File: config.mk
export PLATFORM = sky130hd
export DESIGN_NAME = wbrm_dp
export DESIGN_NICKNAME = d
export VERILOG_FILES = /design/src/rtl/core/wbrm_pkg.sv /design/src/rtl/core/wbrm_dp.sv
export SDC_FILE = /design/constraint.sdc
export NUM_CORES = 2
export LEC_CHECK = 0
export ABC_AREA = 1
export BUFFER_PORTS_ARGS = -buffer_cell sky130_fd_sc_hd__buf_2
export CAP_MARGIN = 10
export CORE_MARGIN = 4
export CORE_UTILIZATION = 62
export DETAILED_ROUTE_END_ITERATION = 7
export HOLD_SLACK_MARGIN = 0.03
export PLACE_DENSITY = 0.78
export SETUP_SLACK_MARGIN = 0.05
export SLEW_MARGIN = 25
export SYNTH_ARGS = -nofsm -noshare
export SYNTH_HDL_FRONTEND = slang
export SYNTH_SLANG_ARGS = --single-unit
File: constraint.sdc
create_clock -name clk_i -period 7.05 [get_ports clk_i]
set_input_delay 0.705 -clock clk_i [delete_from_list [all_inputs] [get_ports clk_i]]
set_output_delay 0.705 -clock clk_i [all_outputs]
set_load 0.03 [all_outputs]
File: src/rtl/core/wbrm_pkg.sv
`timescale 1ns / 1ps
`default_nettype none
// ----------------------------------------------------------------------------
// wbrm_pkg
// Shared types and constants of the windowed busy ratio meter.
// ----------------------------------------------------------------------------
package wbrm_pkg;

  localparam int unsigned REQ_W   = 2;
  localparam int unsigned STAMP_W = 32;
  localparam int unsigned LOAD_W  = 7;
  localparam int unsigned WSIZE_W = 7;

  localparam logic [WSIZE_W-1:0] WSIZE_RESET = 7'd16;
  localparam logic [LOAD_W-1:0]  PCT_MAX     = 7'd100;

  typedef enum logic [REQ_W-1:0] {
    REQ_SLEEP = 2'd0,
    REQ_WORK  = 2'd1,
    REQ_QUERY = 2'd2
  } req_e;

  typedef struct packed {
    logic capture;
    logic evict;
    logic record;
    logic q_sum;
    logic q_tot;
    logic q_mul;
    logic div_step;
    logic out_load;
  } wbrm_cmd_t;

  typedef struct packed {
    logic [REQ_W-1:0] req;
    logic             need_evict;
    logic             zero_result;
  } wbrm_sts_t;

endpackage
`default_nettype wire

File: src/rtl/core/wbrm_dp.sv
`timescale 1ns / 1ps
`default_nettype none
// ----------------------------------------------------------------------------
// wbrm_dp
// Interval window memory, running sums, and the percent divider.
// ----------------------------------------------------------------------------
module wbrm_dp
  import wbrm_pkg::*;
#(
  parameter int unsigned WINDOW_DEPTH = 64,
  parameter int unsigned TIME_BITS    = 32
) (
  input  wire logic               clk_i,
  input  wire logic               rst_ni,
  input  wire logic [REQ_W-1:0]   req_type_i,
  input  wire logic [STAMP_W-1:0] now_usec_i,
  input  wire logic               cfg_we_i,
  input  wire logic [WSIZE_W-1:0] cfg_window_size_i,
  input  wire wbrm_cmd_t          cmd_i,
  output wbrm_sts_t               sts_o,
  output logic [LOAD_W-1:0]       load_percent_o
);

  localparam int unsigned TW    = TIME_BITS;
  localparam int unsigned IDX_W = $clog2(WINDOW_DEPTH);
  localparam int unsigned CNT_W = $clog2(WINDOW_DEPTH + 1);
  localparam int unsigned CMP_W = (CNT_W > WSIZE_W) ? CNT_W : WSIZE_W;
  localparam int unsigned SUM_W = TW + IDX_W;
  localparam int unsigned ACC_W = SUM_W + 1;
  localparam int unsigned TOT_W = ACC_W + 1;
  localparam int unsigned NUM_W = TOT_W + LOAD_W;

  logic [TW-1:0] now_t;
  if (TW <= STAMP_W) begin : g_trunc
    assign now_t = now_usec_i[TW-1:0];
  end else begin : g_ext
    assign now_t = {{(TW - STAMP_W){1'b0}}, now_usec_i};
  end

  logic [TW-1:0]      interval_mem_q [WINDOW_DEPTH];
  logic               sleep_mem_q    [WINDOW_DEPTH];
  logic [TW-1:0]      rd_dur_q;
  logic               rd_sleep_q;

  logic [WSIZE_W-1:0] window_size_q;
  logic [IDX_W-1:0]   oldest_q;
  logic [CNT_W-1:0]   count_q;
  logic               asleep_q;
  logic [TW-1:0]      sleep_stamp_q, wake_stamp_q;
  logic [SUM_W-1:0]   sleep_sum_q, run_sum_q;

  logic [REQ_W-1:0]   req_q;
  logic [TW-1:0]      now_q;
  logic [ACC_W-1:0]   s_q, r_q;
  logic [NUM_W-1:0]   num_q, dsh_q;
  logic [LOAD_W-1:0]  q_q, load_q;

  logic [CMP_W-1:0]   ws_ext, eff_size;
  logic [TW-1:0]      dur_run, dur_sleep, dur_new;
  logic               new_is_sleep;
  logic [CNT_W:0]     slot_sum;
  logic [IDX_W-1:0]   slot;
  logic [TOT_W-1:0]   total;
  logic               div_ge;

  assign ws_ext   = CMP_W'(window_size_q);
  assign eff_size = (ws_ext == '0) ? CMP_W'(1) :
                    (ws_ext > CMP_W'(WINDOW_DEPTH)) ? CMP_W'(WINDOW_DEPTH) : ws_ext;

  assign dur_run      = now_q - wake_stamp_q;
  assign dur_sleep    = now_q - sleep_stamp_q;
  assign new_is_sleep = (req_q == REQ_WORK);
  assign dur_new      = new_is_sleep ? dur_sleep : dur_run;

  assign slot_sum = (CNT_W + 1)'(oldest_q) + (CNT_W + 1)'(count_q);
  assign slot     = (slot_sum >= (CNT_W + 1)'(WINDOW_DEPTH)) ?
                    IDX_W'(slot_sum - (CNT_W + 1)'(WINDOW_DEPTH)) : IDX_W'(slot_sum);

  assign total  = TOT_W'(s_q) + TOT_W'(r_q);
  assign div_ge = (num_q >= dsh_q);

  assign sts_o.req         = req_q;
  assign sts_o.need_evict  = (CMP_W'(count_q) >= eff_size);
  assign sts_o.zero_result = (count_q == '0) || (dsh_q == '0);
  assign load_percent_o    = load_q;

  always_ff @(posedge clk_i) begin
    if (cmd_i.record) begin
      interval_mem_q[slot] <= dur_new;
      sleep_mem_q[slot]    <= new_is_sleep;
    end
    rd_dur_q   <= interval_mem_q[oldest_q];
    rd_sleep_q <= sleep_mem_q[oldest_q];
  end

  always_ff @(posedge clk_i or negedge rst_ni) begin
    if (!rst_ni) begin
      window_size_q <= WSIZE_RESET;
      oldest_q      <= '0;
      count_q       <= '0;
      asleep_q      <= 1'b0;
      sleep_stamp_q <= '0;
      wake_stamp_q  <= '0;
      sleep_sum_q   <= '0;
      run_sum_q     <= '0;
    end else begin
      if (cfg_we_i) begin
        window_size_q <= cfg_window_size_i;
      end
      if (cmd_i.evict) begin
        oldest_q <= (oldest_q == IDX_W'(WINDOW_DEPTH - 1)) ? '0 : oldest_q + IDX_W'(1);
        count_q  <= count_q - CNT_W'(1);
        if (rd_sleep_q) begin
          sleep_sum_q <= sleep_sum_q - SUM_W'(rd_dur_q);
        end else begin
          run_sum_q <= run_sum_q - SUM_W'(rd_dur_q);
        end
      end
      if (cmd_i.record) begin
        count_q  <= count_q + CNT_W'(1);
        asleep_q <= !new_is_sleep;
        if (new_is_sleep) begin
          wake_stamp_q <= now_q;
          sleep_sum_q  <= sleep_sum_q + SUM_W'(dur_new);
        end else begin
          sleep_stamp_q <= now_q;
          run_sum_q     <= run_sum_q + SUM_W'(dur_new);
        end
      end
    end
  end

  always_ff @(posedge clk_i) begin
    if (cmd_i.capture) begin
      req_q <= req_type_i;
      now_q <= now_t;
    end
    if (cmd_i.q_sum) begin
      s_q <= ACC_W'(sleep_sum_q) + (asleep_q ? ACC_W'(dur_sleep) : '0);
      r_q <= ACC_W'(run_sum_q) + (asleep_q ? '0 : ACC_W'(dur_run));
    end
    if (cmd_i.q_tot) begin
      dsh_q <= NUM_W'(total) << 6;
      num_q <= (NUM_W'(r_q) << 6) + (NUM_W'(r_q) << 5);
      q_q   <= '0;
    end
    if (cmd_i.q_mul) begin
      num_q <= num_q + (NUM_W'(r_q) << 2);
    end
    if (cmd_i.div_step) begin
      if (div_ge) begin
        num_q <= num_q - dsh_q;
      end
      dsh_q <= dsh_q >> 1;
      q_q   <= {q_q[LOAD_W-2:0], div_ge};
    end
    if (cmd_i.out_load) begin
      load_q <= q_q;
    end
  end

  a_count_bound: assert property (@(posedge clk_i) disable iff (!rst_ni)
    count_q <= CNT_W'(WINDOW_DEPTH))
    else $error("entry count exceeds the window depth");

  a_record_fills: assert property (@(posedge clk_i) disable iff (!rst_ni)
    cmd_i.record |=> (count_q != '0))
    else $error("window empty after a record");

  a_pct_range: assert property (@(posedge clk_i) disable iff (!rst_ni)
    cmd_i.out_load |-> (q_q <= PCT_MAX))
    else $error("load above one hundred percent");

endmodule
`default_nettype wire

==> out/summary.md <==
## Floorplanning
- 213000 um^2 — Die Area
- 63 — number of top-level design ports
- 462 um — Die Wd
- 205000 um^2 — Std-Cell Core Area
- 462 um — height of the chip
- 166 — total number of placement rows
- 0.624 — initial cell density of the core

## STA
- 0.236 — Slew Limit Headroom
- 95.2 ps — worst setup skew after layout
- 0 — Hold Violations, Final
- 0 — count of endpoints failing setup in the final report
- 126 ps — worst slack on hold paths
- 192 MHz — maximum achievable frequency
- 0.737 — share of the clock period used by the worst path after layout
- 0 — Final Max Tran Viols
- 5200 ps — post-layout minimum cycle time
- no — setup repair after global routing missed its margin
- 0 ps — Sum Neg Setup Slack
- 1150 ps — Worst Tran Pin Value

## Synth
- 0.0638 — fraction of registers with async set or reset after synthesis
- sky130_fd_sc_hd__edfxtp_1 — library cell occupying the most area in the post-synthesis netlist
- 0.538 — share of the synthesized area in the top cell type
- 2284 — count of flip-flops with a built-in enable after synthesis
- 0 — number of synthesis warnings
- sky130_fd_sc_hd__edfxtp_1, sky130_fd_sc_hd__nand2_1, sky130_fd_sc_hd__o21ai_0 — most area-consuming cells after synthesis
- 13779 — Syn Nets
- 128000 um^2 — cell area after technology mapping
- 0.582 — portion of the post-synthesis area used by sequential elements
- 9.61 um^2 — average instance area after synthesis
- 2525 — register bit count reported by yosys
- sky130_fd_sc_hd__nand2_1, sky130_fd_sc_hd__edfxtp_1, sky130_fd_sc_hd__nor2_1 — list of most frequent post-synthesis cells
- sky130_fd_sc_hd__edfxtp_1 — most common flop cell mapped by yosys
- 62 — Unique masters post-synth
- sky130_fd_sc_hd__nand2_1 — most common cell in the synthesized netlist
- 13277 — number of instances in the synthesized netlist

## Place
- 292 mm — hpwl dp
- 62 — count of input and output buffers
- 15648 — Placed Instances
- 1.05 — final weighted congestion in routability-driven placement

## Pwr
- 0.483 — switching share of power
- 0.304 — Sequential Power Share
- 0.514 — relative contribution of combinational cells to total power
- 36800 uW — net switching power of the design
- 76300 uW — total design power
- 39500 uW — cell internal power dissipation
- 0.000566 V — VDD IR-drop max
- 544 nW/um^2 — total power per unit cell area
- 0.182 — share of total power in the clock network
- 0.0530 uW — leakage power of the design

## Setup path
- 1850 ps — worst-case register-to-register setup slack
- 23 — R2R depth
- flop to flop — critical path type
- flop — CP Launch Type
- 5960 ps — Arr. time, crit path
- flop — Crit. End Element
- now_q[2]$_DFFE_PP_ — start point of the critical path
- now_q[2]$_DFFE_PP_ — startpoint of the most critical register-to-register path
- 7810 ps — critical path data required time
- 33 — Worst Path Max Fanout

## Final layout
- 0.0567 — fraction of final layout cells with drive strength greater than 1
- 13777 — Final #Nets
- 14955 — final-layout fill cell count
- 9.91% — area delta synth->final
- 0.685 — Post-Route Utilization
- 16165 — post-route non-filler standard cell count

## Detailed routing
- 0 — count of unresolved DRC violations after routing
- 0 — count of antenna-violating nets left after detailed routing
- 6.52 — DR vias/cell
- 105341 — overall via count from detail_route
- 442 mm — wire length reported by the detailed router
- 27.4 um — average detailed-routed wire length per instance
- 15760 — number of DRC markers after the initial detailed-route iteration
- 8 — number of iterations in the first detailed-routing pass

## GRT
- 100175 — via count of the first global-routing pass
- 17 — antenna violations before repair
- 196 — pin count of the biggest net entering global routing
- 639 mm — global-route wire length before repair
- 0 — Congestion Overflow GR
- 0.406 — global router's overall resource usage

## Worst hold path
- input port to flop — type of the tightest min-delay check
- cmd_i[6] — startpoint of the lowest-slack hold path
- 2 — worst hold path stage count

## CTS
- 2525 — clock tree sinks
- built — clock tree from TritonCTS
- 277 — number of buffers inserted during clock tree synthesis
- 60 ps — clock-pin transition on the worst setup and hold timing paths
- 950 ps — latest clock arrival within the worst-skew pair
- 0 — number of resized instances in the post-cts repair step
- 5 — maximum level of the CTS H-tree
- 0 — count of buffers added by post-CTS timing repair for setup
- sky130_fd_sc_hd__clkbuf_16 — buffer cell driving the clock tree root
- 4 — maximum buffer depth of the clock tree

## Job
- 0 — Max-cap violations

## Status
- complete, no violations — status

==> placed cells by master (no fill, tap or decap), types with 71 or more instances in the layout <==
| master | n |
|---|---|
| sky130_fd_sc_hd__ha_1 | 436 |
| sky130_fd_sc_hd__a21oi_1 | 645 |
| sky130_fd_sc_hd__nand3_1 | 578 |
| sky130_fd_sc_hd__buf_4 | 146 |
| sky130_fd_sc_hd__nand2_1 | 2281 |
| sky130_fd_sc_hd__dfrtp_1 | 155 |
| sky130_fd_sc_hd__o21bai_1 | 72 |
| sky130_fd_sc_hd__o21ai_0 | 1586 |
| sky130_fd_sc_hd__xor2_1 | 118 |
| sky130_fd_sc_hd__dfxtp_1 | 80 |
| sky130_fd_sc_hd__o211ai_1 | 109 |
| sky130_fd_sc_hd__edfxtp_1 | 2284 |
| sky130_fd_sc_hd__o221ai_1 | 214 |
| sky130_fd_sc_hd__nor3_1 | 85 |
| sky130_fd_sc_hd__clkbuf_16 | 280 |
| sky130_fd_sc_hd__nor2_1 | 2011 |
| sky130_fd_sc_hd__o22ai_1 | 354 |
| sky130_fd_sc_hd__xnor2_1 | 78 |
| sky130_fd_sc_hd__o21ai_1 | 79 |
| sky130_fd_sc_hd__nand4_1 | 71 |
| sky130_fd_sc_hd__inv_1 | 1033 |
==> power by group through the flow <==
stage / clock (uW) / sequential (uW) / combinational [uW]
6_report: 13900 / 23200 / 39200
2_1_floorplan: 0 / 22200 / 24300
4_1_cts: 13800 / 23100 / 38000
3_3_place_gp: 0 / 23300 / 37000
5_1_grt: 14500 / 23200 / 42100
3_5_place_dp: 0 / 23300 / 37600
==> worst paths after layout <==
path | end
min in group asynchronous | sleep_sum_q[12]$_DFF_PN0_
hold reg to reg | load_percent_o[6]$_DFFE_PP_
hold / removal | oldest_q[1]$_DFFE_PN0P_
setup reg to reg | run_sum_q[33]$_DFF_PN0_
setup / recovery | run_sum_q[33]$_DFF_PN0_
max in group asynchronous | oldest_q[0]$_DFFE_PN0P_
==> kinds of logic (layout without fill, tap and decap cells) <==
kind of cell | count (synthesis) | in the layout | synth area share
and+or+nand+nor | 5224 | 5224 | 0.164
AOI/OAI and AO/OA | 3279 | 3279 | 0.146
DFF | 2525 | 2525 | 0.582
buffers and inverters | 1595 | 1782 | 0.0490
adders and majority gates | 450 | 450 | 0.0450
xor gates and xnor gates | 196 | 196 | 0.0135
muxes | 8 | 8 | 0.000667
other | 0 | 13 | 0
==> critical path: stages, from the launching register on <==
cell,delay [ps]
sky130_fd_sc_hd__edfxtp_1,440
sky130_fd_sc_hd__ha_1,380
sky130_fd_sc_hd__a21oi_1,190
sky130_fd_sc_hd__nand2_1,120
sky130_fd_sc_hd__a21boi_0,440
sky130_fd_sc_hd__o21ai_0,340
sky130_fd_sc_hd__nand3_1,140
sky130_fd_sc_hd__nand2_1,70
sky130_fd_sc_hd__xor2_1,180
sky130_fd_sc_hd__mux2i_4,510
sky130_fd_sc_hd__buf_8,290
sky130_fd_sc_hd__buf_4,440
sky130_fd_sc_hd__ha_1,240
sky130_fd_sc_hd__nand2_1,80
sky130_fd_sc_hd__nor2_1,190
sky130_fd_sc_hd__nand2_1,110
sky130_fd_sc_hd__and3b_1,240
sky130_fd_sc_hd__nand3_1,90
sky130_fd_sc_hd__nand3_1,100
sky130_fd_sc_hd__nand2_1,60
sky130_fd_sc_hd__nand2_1,110
sky130_fd_sc_hd__nand2_1,50
sky130_fd_sc_hd__nand2_1,70
sky130_fd_sc_hd__inv_1,30
==> metrics by stage <==
stage	instance area (um^2)	setup WS, ps
after CTS	140000	1970
after floorplan	128000	807
after detailed placement	131000	2000
after global placement	131000	1740
final	140000	1850
after global routing	140000	1530
==> layer usage <==
| metal | vias to the layer above | share of wire | track usage |
|---|---|---|---|
| met1 | 49883 | 0.36 | 0.531 |
| li1 | 46716 | - | - |
| met3 | 1378 | 0.12 | 0.0765 |
| met4 | 2 | 0.073 | 0.252 |
| met5 | - | 0.000025 | 0 |
| met2 | 7362 | 0.45 | 0.630 |
==> state kept, by name, summed over array words and instances, names as in the netlist, 2 cells and up <==
signal / count
sleep_mem_q: 64
interval_mem_q: 2048
sleep_sum_q: 38
q_q: 7
wake_stamp_q: 32
r_q: 39
sleep_stamp_q: 32
num_q: 47
load_percent_o: 7
count_q: 7
rd_dur_q: 32
req_q: 2
now_q: 32
s_q: 39
run_sum_q: 38
dsh_q: 46
window_size_q: 7
oldest_q: 6
==> final cells by class <==
| class | count | area, um^2 | area share |
|---|---|---|---|
| Tap cell | 2688 | 3360 | 0.0240 |
| Clock inverter | 119 | 1090 | 0.00780 |
| Inverter | 1047 | 3960 | 0.0283 |
| Timing Repair Buffer | 267 | 2280 | 0.0163 |
| Sequential cell | 2525 | 74200 | 0.529 |
| Clock buffer | 349 | 7330 | 0.0523 |
| Multi-Input combinational cell | 9157 | 47900 | 0.342 |
| Antenna cell | 13 | 32.5 | 0.000232 |
==> timing repair <==
action	in CTS	in global routing
hold buffers	34	0
hold endpoints to repair	68	0
setup endpoints to repair	0	0
Power figures use the tool's default switching activity.
