### config.mk
export PLATFORM = sky130hd
export DESIGN_NAME = wbrm_ctrl
export DESIGN_NICKNAME = d
export VERILOG_FILES = /design/src/rtl/core/wbrm_pkg.sv /design/src/rtl/core/wbrm_ctrl.sv
export SDC_FILE = /design/constraint.sdc
export NUM_CORES = 1
export LEC_CHECK = 0
export ABC_AREA = 1
export BUFFER_PORTS_ARGS = -buffer_cell sky130_fd_sc_hd__buf_2
export CORE_UTILIZATION = 45
export CTS_BUF_LIST = sky130_fd_sc_hd__clkbuf_16
export CTS_CLUSTER_SIZE = 16
export DETAILED_ROUTE_END_ITERATION = 8
export MAX_ROUTING_LAYER = met4
export PLACE_DENSITY_LB_ADDON = 0.15
export SLEW_MARGIN = 15
export SYNTH_ARGS = -nofsm -noshare
export SYNTH_HDL_FRONTEND = slang
export SYNTH_SLANG_ARGS = --single-unit
### constraint.sdc
create_clock -name clk_i -period 1.94 [get_ports clk_i]
set_input_delay 0 -clock clk_i [delete_from_list [all_inputs] [get_ports clk_i]]
set_output_delay 0 -clock clk_i [all_outputs]
set_load 0.01 [all_outputs]
### src/rtl/core/wbrm_pkg.sv
`timescale 1ns / 1ps
`default_nettype none
// ----------------------------------------------------------------------------
// wbrm_pkg
// Shared types and constants of the windowed busy ratio meter.
// ----------------------------------------------------------------------------
package wbrm_pkg;

  localparam int unsigned REQ_W   = 2;
  localparam int unsigned STAMP_W = 32;
  localparam int unsigned LOAD_W  = 7;
  localparam int unsigned WSIZE_W = 7;

  localparam logic [WSIZE_W-1:0] WSIZE_RESET = 7'd16;
  localparam logic [LOAD_W-1:0]  PCT_MAX     = 7'd100;

  typedef enum logic [REQ_W-1:0] {
    REQ_SLEEP = 2'd0,
    REQ_WORK  = 2'd1,
    REQ_QUERY = 2'd2
  } req_e;

  typedef struct packed {
    logic capture;
    logic evict;
    logic record;
    logic q_sum;
    logic q_tot;
    logic q_mul;
    logic div_step;
    logic out_load;
  } wbrm_cmd_t;

  typedef struct packed {
    logic [REQ_W-1:0] req;
    logic             need_evict;
    logic             zero_result;
  } wbrm_sts_t;

endpackage
`default_nettype wire

### src/rtl/core/wbrm_ctrl.sv
`timescale 1ns / 1ps
`default_nettype none
// ----------------------------------------------------------------------------
// wbrm_ctrl
// Sequencer for recording intervals and answering load queries.
// ----------------------------------------------------------------------------
module wbrm_ctrl
  import wbrm_pkg::*;
(
  input  wire logic      clk_i,
  input  wire logic      rst_ni,
  input  wire logic      in_valid_i,
  output logic           in_ready_o,
  output logic           out_valid_o,
  input  wire logic      out_ready_i,
  input  wire wbrm_sts_t sts_i,
  output wbrm_cmd_t      cmd_o
);

  typedef enum logic [8:0] {
    S_IDLE   = 9'b000000001,
    S_DECODE = 9'b000000010,
    S_EVICT  = 9'b000000100,
    S_RECORD = 9'b000001000,
    S_QSUM   = 9'b000010000,
    S_QTOT   = 9'b000100000,
    S_QMUL   = 9'b001000000,
    S_DIV    = 9'b010000000,
    S_FINISH = 9'b100000000
  } state_e;

  state_e     state_q, state_d;
  logic [2:0] step_q, step_d;
  logic       out_valid_q, out_valid_d;

  always_comb begin
    state_d     = state_q;
    step_d      = step_q;
    out_valid_d = out_valid_q && !out_ready_i;
    cmd_o       = '0;
    case (state_q)
      S_IDLE: begin
        if (in_valid_i) begin
          cmd_o.capture = 1'b1;
          state_d       = S_DECODE;
        end
      end
      S_DECODE: begin
        case (sts_i.req)
          REQ_SLEEP, REQ_WORK: state_d = sts_i.need_evict ? S_EVICT : S_RECORD;
          REQ_QUERY:           state_d = S_QSUM;
          default:             state_d = S_IDLE;
        endcase
      end
      S_EVICT: begin
        cmd_o.evict = 1'b1;
        state_d     = S_RECORD;
      end
      S_RECORD: begin
        cmd_o.record = 1'b1;
        state_d      = S_IDLE;
      end
      S_QSUM: begin
        cmd_o.q_sum = 1'b1;
        state_d     = S_QTOT;
      end
      S_QTOT: begin
        cmd_o.q_tot = 1'b1;
        state_d     = S_QMUL;
      end
      S_QMUL: begin
        cmd_o.q_mul = 1'b1;
        step_d      = 3'd6;
        state_d     = sts_i.zero_result ? S_FINISH : S_DIV;
      end
      S_DIV: begin
        cmd_o.div_step = 1'b1;
        step_d         = step_q - 3'd1;
        if (step_q == 3'd0) begin
          state_d = S_FINISH;
        end
      end
      S_FINISH: begin
        if (!out_valid_q || out_ready_i) begin
          cmd_o.out_load = 1'b1;
          out_valid_d    = 1'b1;
          state_d        = S_IDLE;
        end
      end
      default: state_d = S_IDLE;
    endcase
  end

  always_ff @(posedge clk_i or negedge rst_ni) begin
    if (!rst_ni) begin
      state_q     <= S_IDLE;
      step_q      <= 3'd0;
      out_valid_q <= 1'b0;
    end else begin
      state_q     <= state_d;
      step_q      <= step_d;
      out_valid_q <= out_valid_d;
    end
  end

  assign in_ready_o  = (state_q == S_IDLE);
  assign out_valid_o = out_valid_q;

  a_div_length: assert property (@(posedge clk_i) disable iff (!rst_ni)
    (state_q == S_QMUL && !sts_i.zero_result) |-> ##8 (state_q == S_FINISH))
    else $error("divider did not finish after seven steps");

  a_load_valid: assert property (@(posedge clk_i) disable iff (!rst_ni)
    cmd_o.out_load |=> out_valid_o)
    else $error("result loaded without valid");

  a_busy_after_accept: assert property (@(posedge clk_i) disable iff (!rst_ni)
    cmd_o.capture |=> !in_ready_o)
    else $error("accepted a new item while one is in flight");

endmodule
`default_nettype wire

==> PnR_summary.wiki, run 1 <==
{| class="wikitable"
! Metric !! Value
|-
| Count of standard-cell rows || 14
|-
| Overall die width || approximately 44 um
|-
| Final wirelength || 1.54 mm
|-
| Failing checks || design-rule violations
|-
| Clock input transition at the sequential cells of the worst setup and hold paths || 0.05 ns
|-
| Post-Place Cell Area || about 900 sq um
|-
| Total routing resource utilization after global routing || 0.189
|-
| Async set-or-reset flop fraction in the synthesized netlist || 1.00
|-
| Pre-antenna DRT Iters || 6
|-
| CP max FO || 4
|-
| Kind of end point of the critical path || primary output
|-
| Boundary pin count || 18
|-
| Nets in the synthesized netlist || 120
|-
| CTS Buffer Depth || 2
|-
| Top routing layer in use || met4
|-
| Post-detailed-route via-to-cell ratio || between 4 and 5
|-
| GPL Wtd Cong || 0.870
|-
| Fraction of the yosys area taken by sequential cells || 0.420
|-
| Vertical extent of the die || 43.6 um
|-
| Combined buffer and inverter count along the critical path || 2
|-
| Global route total overflow || 0
|-
| Quantity of gates resized following cts || 0
|-
| Clock Sink Count || 13
|-
| Final critical-path share of the clock period || 0.709
|-
| Count of routing violations after the opening detailed-route iteration || 28
|-
| Number of cells in the design after placement || roughly 140
|-
| Average wire per standard cell || a little over 10 um
|-
| Setup violators final || 0
|-
| Layout cells sized above 1 || 0.274
|-
| Fmax || 727 MHz
|-
| CP Data Arrival Time || 1.37 ns
|-
| Sequential power share || 0.313
|-
| Antenna violations before repair || 0
|-
| Layout fillers || 132
|-
| Final total power || between 1 and 1.5 mW
|-
| Routed wire length on met3 || between 80 and 90 um
|-
| Synth top area cells || dfrtp_1, inv_1, nand2_1
|-
| Remaining number of nets flagged by the antenna check after routing || 0
|-
| Cell count after synthesis || 110
|-
| Number of distinct library cells after synthesis || 17
|-
| Unrepaired setup endpoints after global routing || no
|-
| Simple logic cell fraction of the synthesized area || 0.352
|-
| Number of CTS-inserted buffers || 3
|-
| Netlist Area Pre-Place || 778 sq um
|-
| Half-perimeter wire length of the detailed placement result || 1.13 mm
|-
| Xor and xnor area share after synthesis || 0
|-
| Pin count of the biggest net entering global routing || 14
|-
| Via total after detailed routing || 734
|-
| Multiplexer share of the synthesized area || 0
|-
| Number of cells in the finished layout apart from fillers || 151
|-
| Post-synthesis share of cell area spent on full adders, half adders and majority gates || 0.0322
|-
| Met2 Routed Length || 644 um
|-
| Starting Density || 0.499
|-
| Most common cell in the netlist || inv_1
|-
| Via count of the first global-routing pass || 645
|-
| Cell Chain, Critical Path || nor2_1 -> nand2_2 -> inv_2 -> nand2_1 -> nor3_1 -> buf_2
|-
| Hold violation count in the final report || 0
|-
| Slew Viols, Final || 0
|-
| Crit path setup slack, layout || 0.565 ns
|-
| Clock tree from TritonCTS || yes
|-
| VDD IR max || 709 uV
|-
| Final core occ || 0.643
|-
| Slowest cell on the critical path || dfrtp_1
|-
| Diode count || 0
|-
| Latest clock arrival within the worst-skew pair || between 0.2 and 0.25 ns
|-
| Result of the run || finished with violations
|-
| Max cap viols || 0
|-
| Power density over cell area || 1080 mW/mm^2
|-
| Number of design rule violations left after detail routing || 1
|-
| Predominant post-synthesis flop cell || dfrtp_1
|-
| Largest delay share family, worst path || simple AND/OR/NAND/NOR gates
|-
| Clk pwr share || 0.351
|-
| Switching portion of total power || 0.338
|-
| Relative area change from synthesis to final layout || 28.8%
|-
| Skew final || about 0.0028 ns
|-
| Path class of the lowest-slack min-delay path || in2reg
|-
| Wire length of the first global-routing pass || 2.50 mm
|-
| Post-synthesis area per instance || slightly above 7 sq um
|-
| Switching power || 367 uW
|-
| Flip-flop and latch count after synthesis || 13
|-
| Worst Hold Slack || around 0.025 ns
|-
| Area fraction in compound gates after synthesis || 0.0514
|-
| Post-synth EDFFs || 0
|-
| Most frequent cells after synthesis || inv_1, nand2_1, nor2_1
|-
| Data required time of the worst path || 1.94 ns
|-
| Share of Yosys cell area claimed by the top area cell type || 0.386
|-
| Worst Tran Pin Value || around 0.31 ns
|-
| Crit Path Category || reg2out
|-
| H-tree depth || 1
|-
| TNS Setup || 0 ns
|-
| Slew HR || 0.793
|-
| Core region area || around 0.0016 sq mm
|-
| DIE AREA || 0.00190 sq mm
|-
| Comb pwr share || 0.336
|-
| Tmin final || 1.37 ns
|-
| Number of nets in the finished design || 146
|-
| Slowest Stage Delay on Critical Path || 0.38 ns
|-
| Standby leakage power || between 0.6 and 0.7 nW
|-
| Post-synth top area cell || dfrtp_1
|-
| Worst-case setup slack after placement || about 0.6 ns
|-
| Met1 wire length || around 750 um
|-
| Number of input and output port buffers inserted || 17
|-
| Main combinational cell family by area after synthesis || simple AND/OR/NAND/NOR gates
|-
| Internal Pwr Total || 720 uW
|-
| Kind of start point of the critical path || register
|-
| Buffer cell driving the clock tree root || clkbuf_16
|-
| Yosys warnings || 0
|-
| Area of all placed cells without fillers || 0.00100 sq mm
|}
cells in the final DEF (no fill, tap or decap), types with 2 or more instances in the layout:
| master | count |
|---|---|
| nor2_1 | 16 |
| nand2_1 | 18 |
| clkbuf_16 | 3 |
| a22oi_1 | 2 |
| nor2_2 | 6 |
| dfrtp_1 | 12 |
| inv_2 | 3 |
| dlygate4sd3_1 | 4 |
| buf_2 | 17 |
| ha_1 | 2 |
| inv_1 | 28 |
| nand3_2 | 2 |
| nand2_2 | 5 |
| o21ai_0 | 4 |
| nand3_1 | 8 |
kinds of logic after synthesis:
logic type               after synthesis
adder cells (fa/ha/maj)                2
AO/OA/AOI/OAI                          7
buffers and inverters                 30
AND/OR/NAND/NOR                       58
flip-flops                            13
sequential cells by signal (all words and copies together), names as in the netlist:
name,cells
out_valid_o,1
state_q,9
step_q,3
repair_timing:
item	in CTS	in global routing
buffers inserted	0	0
hold buffers	4	0
hold endpoints to repair	17	0
per-layer routing:
layer	GRT usage	vias up
met1	0.238	324
met4	0.144	0
met2	0.260	24
met5	-	-
met3	0.0417	8
li1	-	378
cell type report:
class                   instances  area [sq um]  area share
multi-input cells              67           339       0.338
flip-flops and latches         13           327       0.326
repair buffers                 21           125       0.125
inverters                      30           113       0.112
clock buffers                   3          75.1      0.0749
well taps                      16          20.0      0.0200
clock inverters                 1          3.75     0.00375
tightest hold or removal path, stage by stage:
cell and delay, ns:
buf_2 0.10, inv_1 0.06, nor4_1 0.06
power groups by stage:
stage | sequential, mW | clock, mW | combinational, mW
after floorplan | 0.338 | 0 | 0.275
after global placement | 0.343 | 0 | 0.353
after detailed placement | 0.344 | 0 | 0.357
after CTS | 0.340 | 0.387 | 0.368
after global routing | 0.345 | 0.400 | 0.413
final | 0.340 | 0.382 | 0.365
worst paths after layout:
check	end	cells after the start	from	slack (ns)
worst max-delay path	cmd_o[5]	6	state_q[4]	0.57
worst min-delay path	state_q[4]	3	sts_i[3]	0.03
worst max register to register	state_q[8]	9	state_q[0]	0.60
worst min register to register	step_q[2]	2	step_q[2]	0.53
max in group asynchronous	state_q[0]	2	rst_ni	1.48
min in group asynchronous	state_q[2]	2	rst_ni	0.18
Note: power is estimated with default switching activity, not from simulation.
==> run 2: changes to the inputs <==
--- a/config.mk
+++ b/config.mk
@@ -5,7 +5,7 @@
 export SDC_FILE = /design/constraint.sdc
 export NUM_CORES = 1
 export LEC_CHECK = 0
-export ABC_AREA = 1
+export ABC_AREA = 0
 export BUFFER_PORTS_ARGS = -buffer_cell sky130_fd_sc_hd__buf_2
 export CORE_UTILIZATION = 45
 export CTS_BUF_LIST = sky130_fd_sc_hd__clkbuf_16
==> constraint.sdc (replaced) <==
create_clock -name clk_i -period 1.15 [get_ports clk_i]
set_input_delay 0 -clock clk_i [delete_from_list [all_inputs] [get_ports clk_i]]
set_output_delay 0 -clock clk_i [all_outputs]
set_load 0.01 [all_outputs]
==> run 2 against run 1 <==
The run ends with negative setup slack left. Critical path depth is the same. Sequential power grew 69%. First-iteration DRC count shrank 57%. Synthesized cell count shrank 23%. Hold slack gained 0.051 ns. Area after synthesis grew 5.6%. Final cell count grew 6.0%. Register-to-register slack lost 1.1 ns. Die area grew 5.4%. Clock-buffer cell count is the same. Design area grew 44%. Critical endpoint is now cmd_o[0]. Largest power group is now combinational logic.
==> PnR_summary.wiki, run 2 <==
{| class="wikitable"
! Metric !! Value
|-
| Post-synth EDFFs || 0 (unchanged)
|-
| Worst Hold Slack || 0.0761 ns (+0.0510 ns)
|-
| Netlist Area Pre-Place || 822 sq um (+5.6%)
|-
| Layout fillers || 99 (-25%)
|-
| Most frequent standard cell in the layout excluding fill and tap cells || buf_4
|-
| Clock input transition at the sequential cells of the worst setup and hold paths || 0.04 ns (about the same)
|-
| CP max FO || 3 (-1)
|-
| Starting Density || 0.476 (-0.0231)
|-
| Number of CTS-inserted buffers || 3 (unchanged)
|-
| Wire length of the first global-routing pass || 3.48 mm (+39%)
|-
| Tmin final || 1.64 ns
|-
| Pre-antenna DRT Iters || 4 (-2)
|-
| Count of routing violations after the opening detailed-route iteration || 12 (-57%)
|-
| Number of input and output port buffers inserted || 17 (unchanged)
|-
| Post-synthesis share of cell area spent on full adders, half adders and majority gates || 0.0304 (-0.00171)
|-
| Nets in the synthesized netlist || 95 (-21%)
|-
| Cell Chain, Critical Path || buf_6 -> nor2_4 -> nand3_2 -> or3b_4 -> nor2b_1 -> buf_2
|-
| H-tree depth || 1 (unchanged)
|-
| Via total after detailed routing || 846 (+15%)
|-
| Number of distinct library cells after synthesis || 34 (+17)
|-
| Data required time of the worst path || 1.15 ns (-0.79 ns)
|-
| CTS Buffer Depth || 2 (unchanged)
|-
| Setup violators final || 22 (+22)
|-
| Via count of the first global-routing pass || 821 (+27%)
|-
| Share of Yosys cell area claimed by the top area cell type || 0.365 (-0.0206)
|-
| Predominant post-synthesis flop cell || dfrtp_1
|-
| Half-perimeter wire length of the detailed placement result || 1.41 mm (+25%)
|-
| Fmax || 611 MHz
|-
| Hold violation count in the final report || 0 (unchanged)
|-
| Buffer cell driving the clock tree root || clkbuf_16
|-
| Antenna violations before repair || 0 (unchanged)
|-
| VDD IR max || 1430 uV (+100%)
|-
| Path class of the lowest-slack min-delay path || in2reg
|-
| Clock Sink Count || 13 (unchanged)
|-
| Slowest cell on the critical path || dfrtp_1
|-
| Number of design rule violations left after detail routing || 0 (-1)
|-
| Worst-case setup slack after placement || -0.410 ns (-1.03 ns)
|-
| Final critical-path share of the clock period || 1.42
|-
| Number of cells in the finished layout apart from fillers || 160 (+6.0%)
|-
| Largest Register || state_q
|-
| Simple logic cell fraction of the synthesized area || 0.320 (-0.0325)
|-
| Final total power || 2.45 mW (+130%)
|-
| Xor and xnor area share after synthesis || 0.0213 (+0.0213)
|-
| Number of flip-flops in the largest register || 9 (unchanged)
|-
| Max cap viols || 0 (unchanged)
|-
| Vertical extent of the die || 44.7 um (+2.6%)
|-
| GPL Wtd Cong || 0.816 (-6.2%)
|-
| Post-detailed-route via-to-cell ratio || 5.29 (+8.8%)
|-
| Most frequent cells after synthesis || dfrtp_1, nor2_1, inv_1
|-
| Relative area change from synthesis to final layout || 75.5%
|-
| Diode count || 0 (unchanged)
|-
| Global route total overflow || 0 (unchanged)
|-
| Boundary pin count || 18 (unchanged)
|-
| Area used by sequential logic in the layout || 328 sq um (+0.38%)
|-
| Fraction of the yosys area taken by sequential cells || 0.397 (-0.0224)
|-
| Slew HR || 0.793 (about the same)
|-
| Multi-input logic area || 599 sq um (+77%)
|-
| Cell count after synthesis || 85 (-23%)
|-
| Clock tree from TritonCTS || yes
|-
| CP Data Arrival Time || 1.64 ns (+0.27 ns)
|-
| Final core occ || 0.836 (+0.193)
|-
| Unrepaired setup endpoints after global routing || yes
|-
| Total routing resource utilization after global routing || 0.257 (+0.0681)
|-
| Skew final || 0.000730 ns (-0.00211 ns)
|-
| Crit path setup slack, layout || -0.486 ns (-1.05 ns)
|-
| Post-synth top area cell || dfrtp_1
|-
| Core region area || 0.00173 sq mm (+11%)
|-
| Synth top area cells || dfrtp_1, nor4b_1, and3_1
|-
| Count of standard-cell rows || 15 (+1)
|-
| Slew Viols, Final || 0 (unchanged)
|-
| Main combinational cell family by area after synthesis || simple AND/OR/NAND/NOR gates
|-
| Crit Path Category || reg2out
|-
| DIE AREA || 0.00200 sq mm (+5.4%)
|-
| Power density over cell area || 1700 mW/mm^2 (+57%)
|-
| Flip-flop and latch count after synthesis || 13 (unchanged)
|-
| Area fraction in compound gates after synthesis || 0.142 (+0.0901)
|-
| Kind of start point of the critical path || register
|-
| Standby leakage power || 0.722 nW (+12%)
|-
| Top library cells by usage in the layout, fill and taps aside || buf_4, buf_2, dfrtp_1
|-
| Failing checks || negative setup slack
|-
| Slowest Stage Delay on Critical Path || 0.41 ns (+0.03 ns)
|-
| Overall die width || 44.7 um (+2.6%)
|-
| Number of nets in the finished design || 146 (unchanged)
|-
| Pin count of the biggest net entering global routing || 14 (unchanged)
|-
| Remaining number of nets flagged by the antenna check after routing || 0 (unchanged)
|-
| Average wire per standard cell || 14.9 um (+46%)
|-
| Most common cell in the netlist || dfrtp_1
|-
| Multiplexer share of the synthesized area || 0.0259 (+0.0259)
|-
| Post-synthesis area per instance || 9.67 sq um (+37%)
|-
| Worst Tran Pin Value || 0.310 ns (+0.00258 ns)
|-
| Latest clock arrival within the worst-skew pair || 0.24 ns (about the same)
|-
| Result of the run || finished with violations
|-
| Number of cells in the design after placement || 142 (-0.70%)
|-
| Yosys warnings || 0 (unchanged)
|-
| Kind of end point of the critical path || primary output
|-
| Async set-or-reset flop fraction in the synthesized netlist || 1.00 (unchanged)
|-
| Final wirelength || 2.38 mm (+54%)
|-
| Layout cells sized above 1 || 0.578 (+0.304)
|}
[run 2: cell types whose count changed after synthesis, sizes merged, moves of 3 or more]
cell	before	now
nand2	23	4
inv	30	6
nor3	1	4
and3	0	5
o22a	0	3
a31oi	0	3
nand3	10	3
nor4b	0	5
buf	0	5
nor2	22	8
o22ai	0	3
[run 2: final timing paths]
path / start / to / slack [ns] / cells past startpoint
min in group asynchronous: rst_ni / state_q[6] / 0.18 / 2
worst max-delay path: state_q[6] / cmd_o[0] / -0.49 / 6
worst min register to register: step_q[2] / step_q[2] / 0.54 / 1
max in group asynchronous: rst_ni / state_q[0] / 0.68 / 2
worst min-delay path: sts_i[3] / state_q[2] / 0.08 / 3
worst max register to register: state_q[6] / state_q[0] / -0.48 / 8
[run 2: repair_timing]
action | CTS | global route
gates resized for setup | 15 | 13
endpoints found under the setup margin | 21 | 22
pin swaps | 8 | 5
buffers inserted | 6 | 5
hold buffers | 4 | 0
cloned | 0 | 0
endpoints found under the hold margin | 16 | 0
[run 2: worst max-delay path, delay by kind of cell, from the launching register on]
family	cells	cell delay [ns]
buffers and inverters	2	0.28
DFF	1	0.41
and+or+nand+nor	4	0.70
[run 2: cell families after synthesis]
group | Yosys count
buffers and inverters | 11
adder cells (fa/ha/maj) | 2
AND/OR/NAND/NOR | 39
XOR/XNOR | 2
flip-flops | 13
AO/OA/AOI/OAI | 16
multiplexers | 2
[run 2: power breakdown]
group / internal (mW) / total [mW] / switching, mW
registers: 0.517 / 0.574 / 0.0569
logic: 0.658 / 1.24 / 0.579
clock network: 0.458 / 0.642 / 0.185
[run 2: area by class of cell]
type                    count  share of cell area
inverters                   6              0.0156
clock buffers               3              0.0520
clock inverters             1             0.00260
flip-flops and latches     13               0.227
multi-input cells          61               0.415
repair buffers             51               0.265
well taps                  25              0.0217
[run 2: metal layers]
layer / share of wire / routed length, um / track usage
met5: 0 / 0 / -
met4: 0.046 / 110 / 0.139
met3: 0.037 / 88 / 0.0640
met2: 0.50 / 1190 / 0.394
met1: 0.41 / 986 / 0.310
[run 2: metrics by stage]
stage	area, sq um	setup TNS, ns
floorplan	885	-2.72
global placement	1100	-3.55
detailed placement	1100	-4.02
CTS	1330	-7.17
global route	1440	-8.12
finish	1440	-7.05
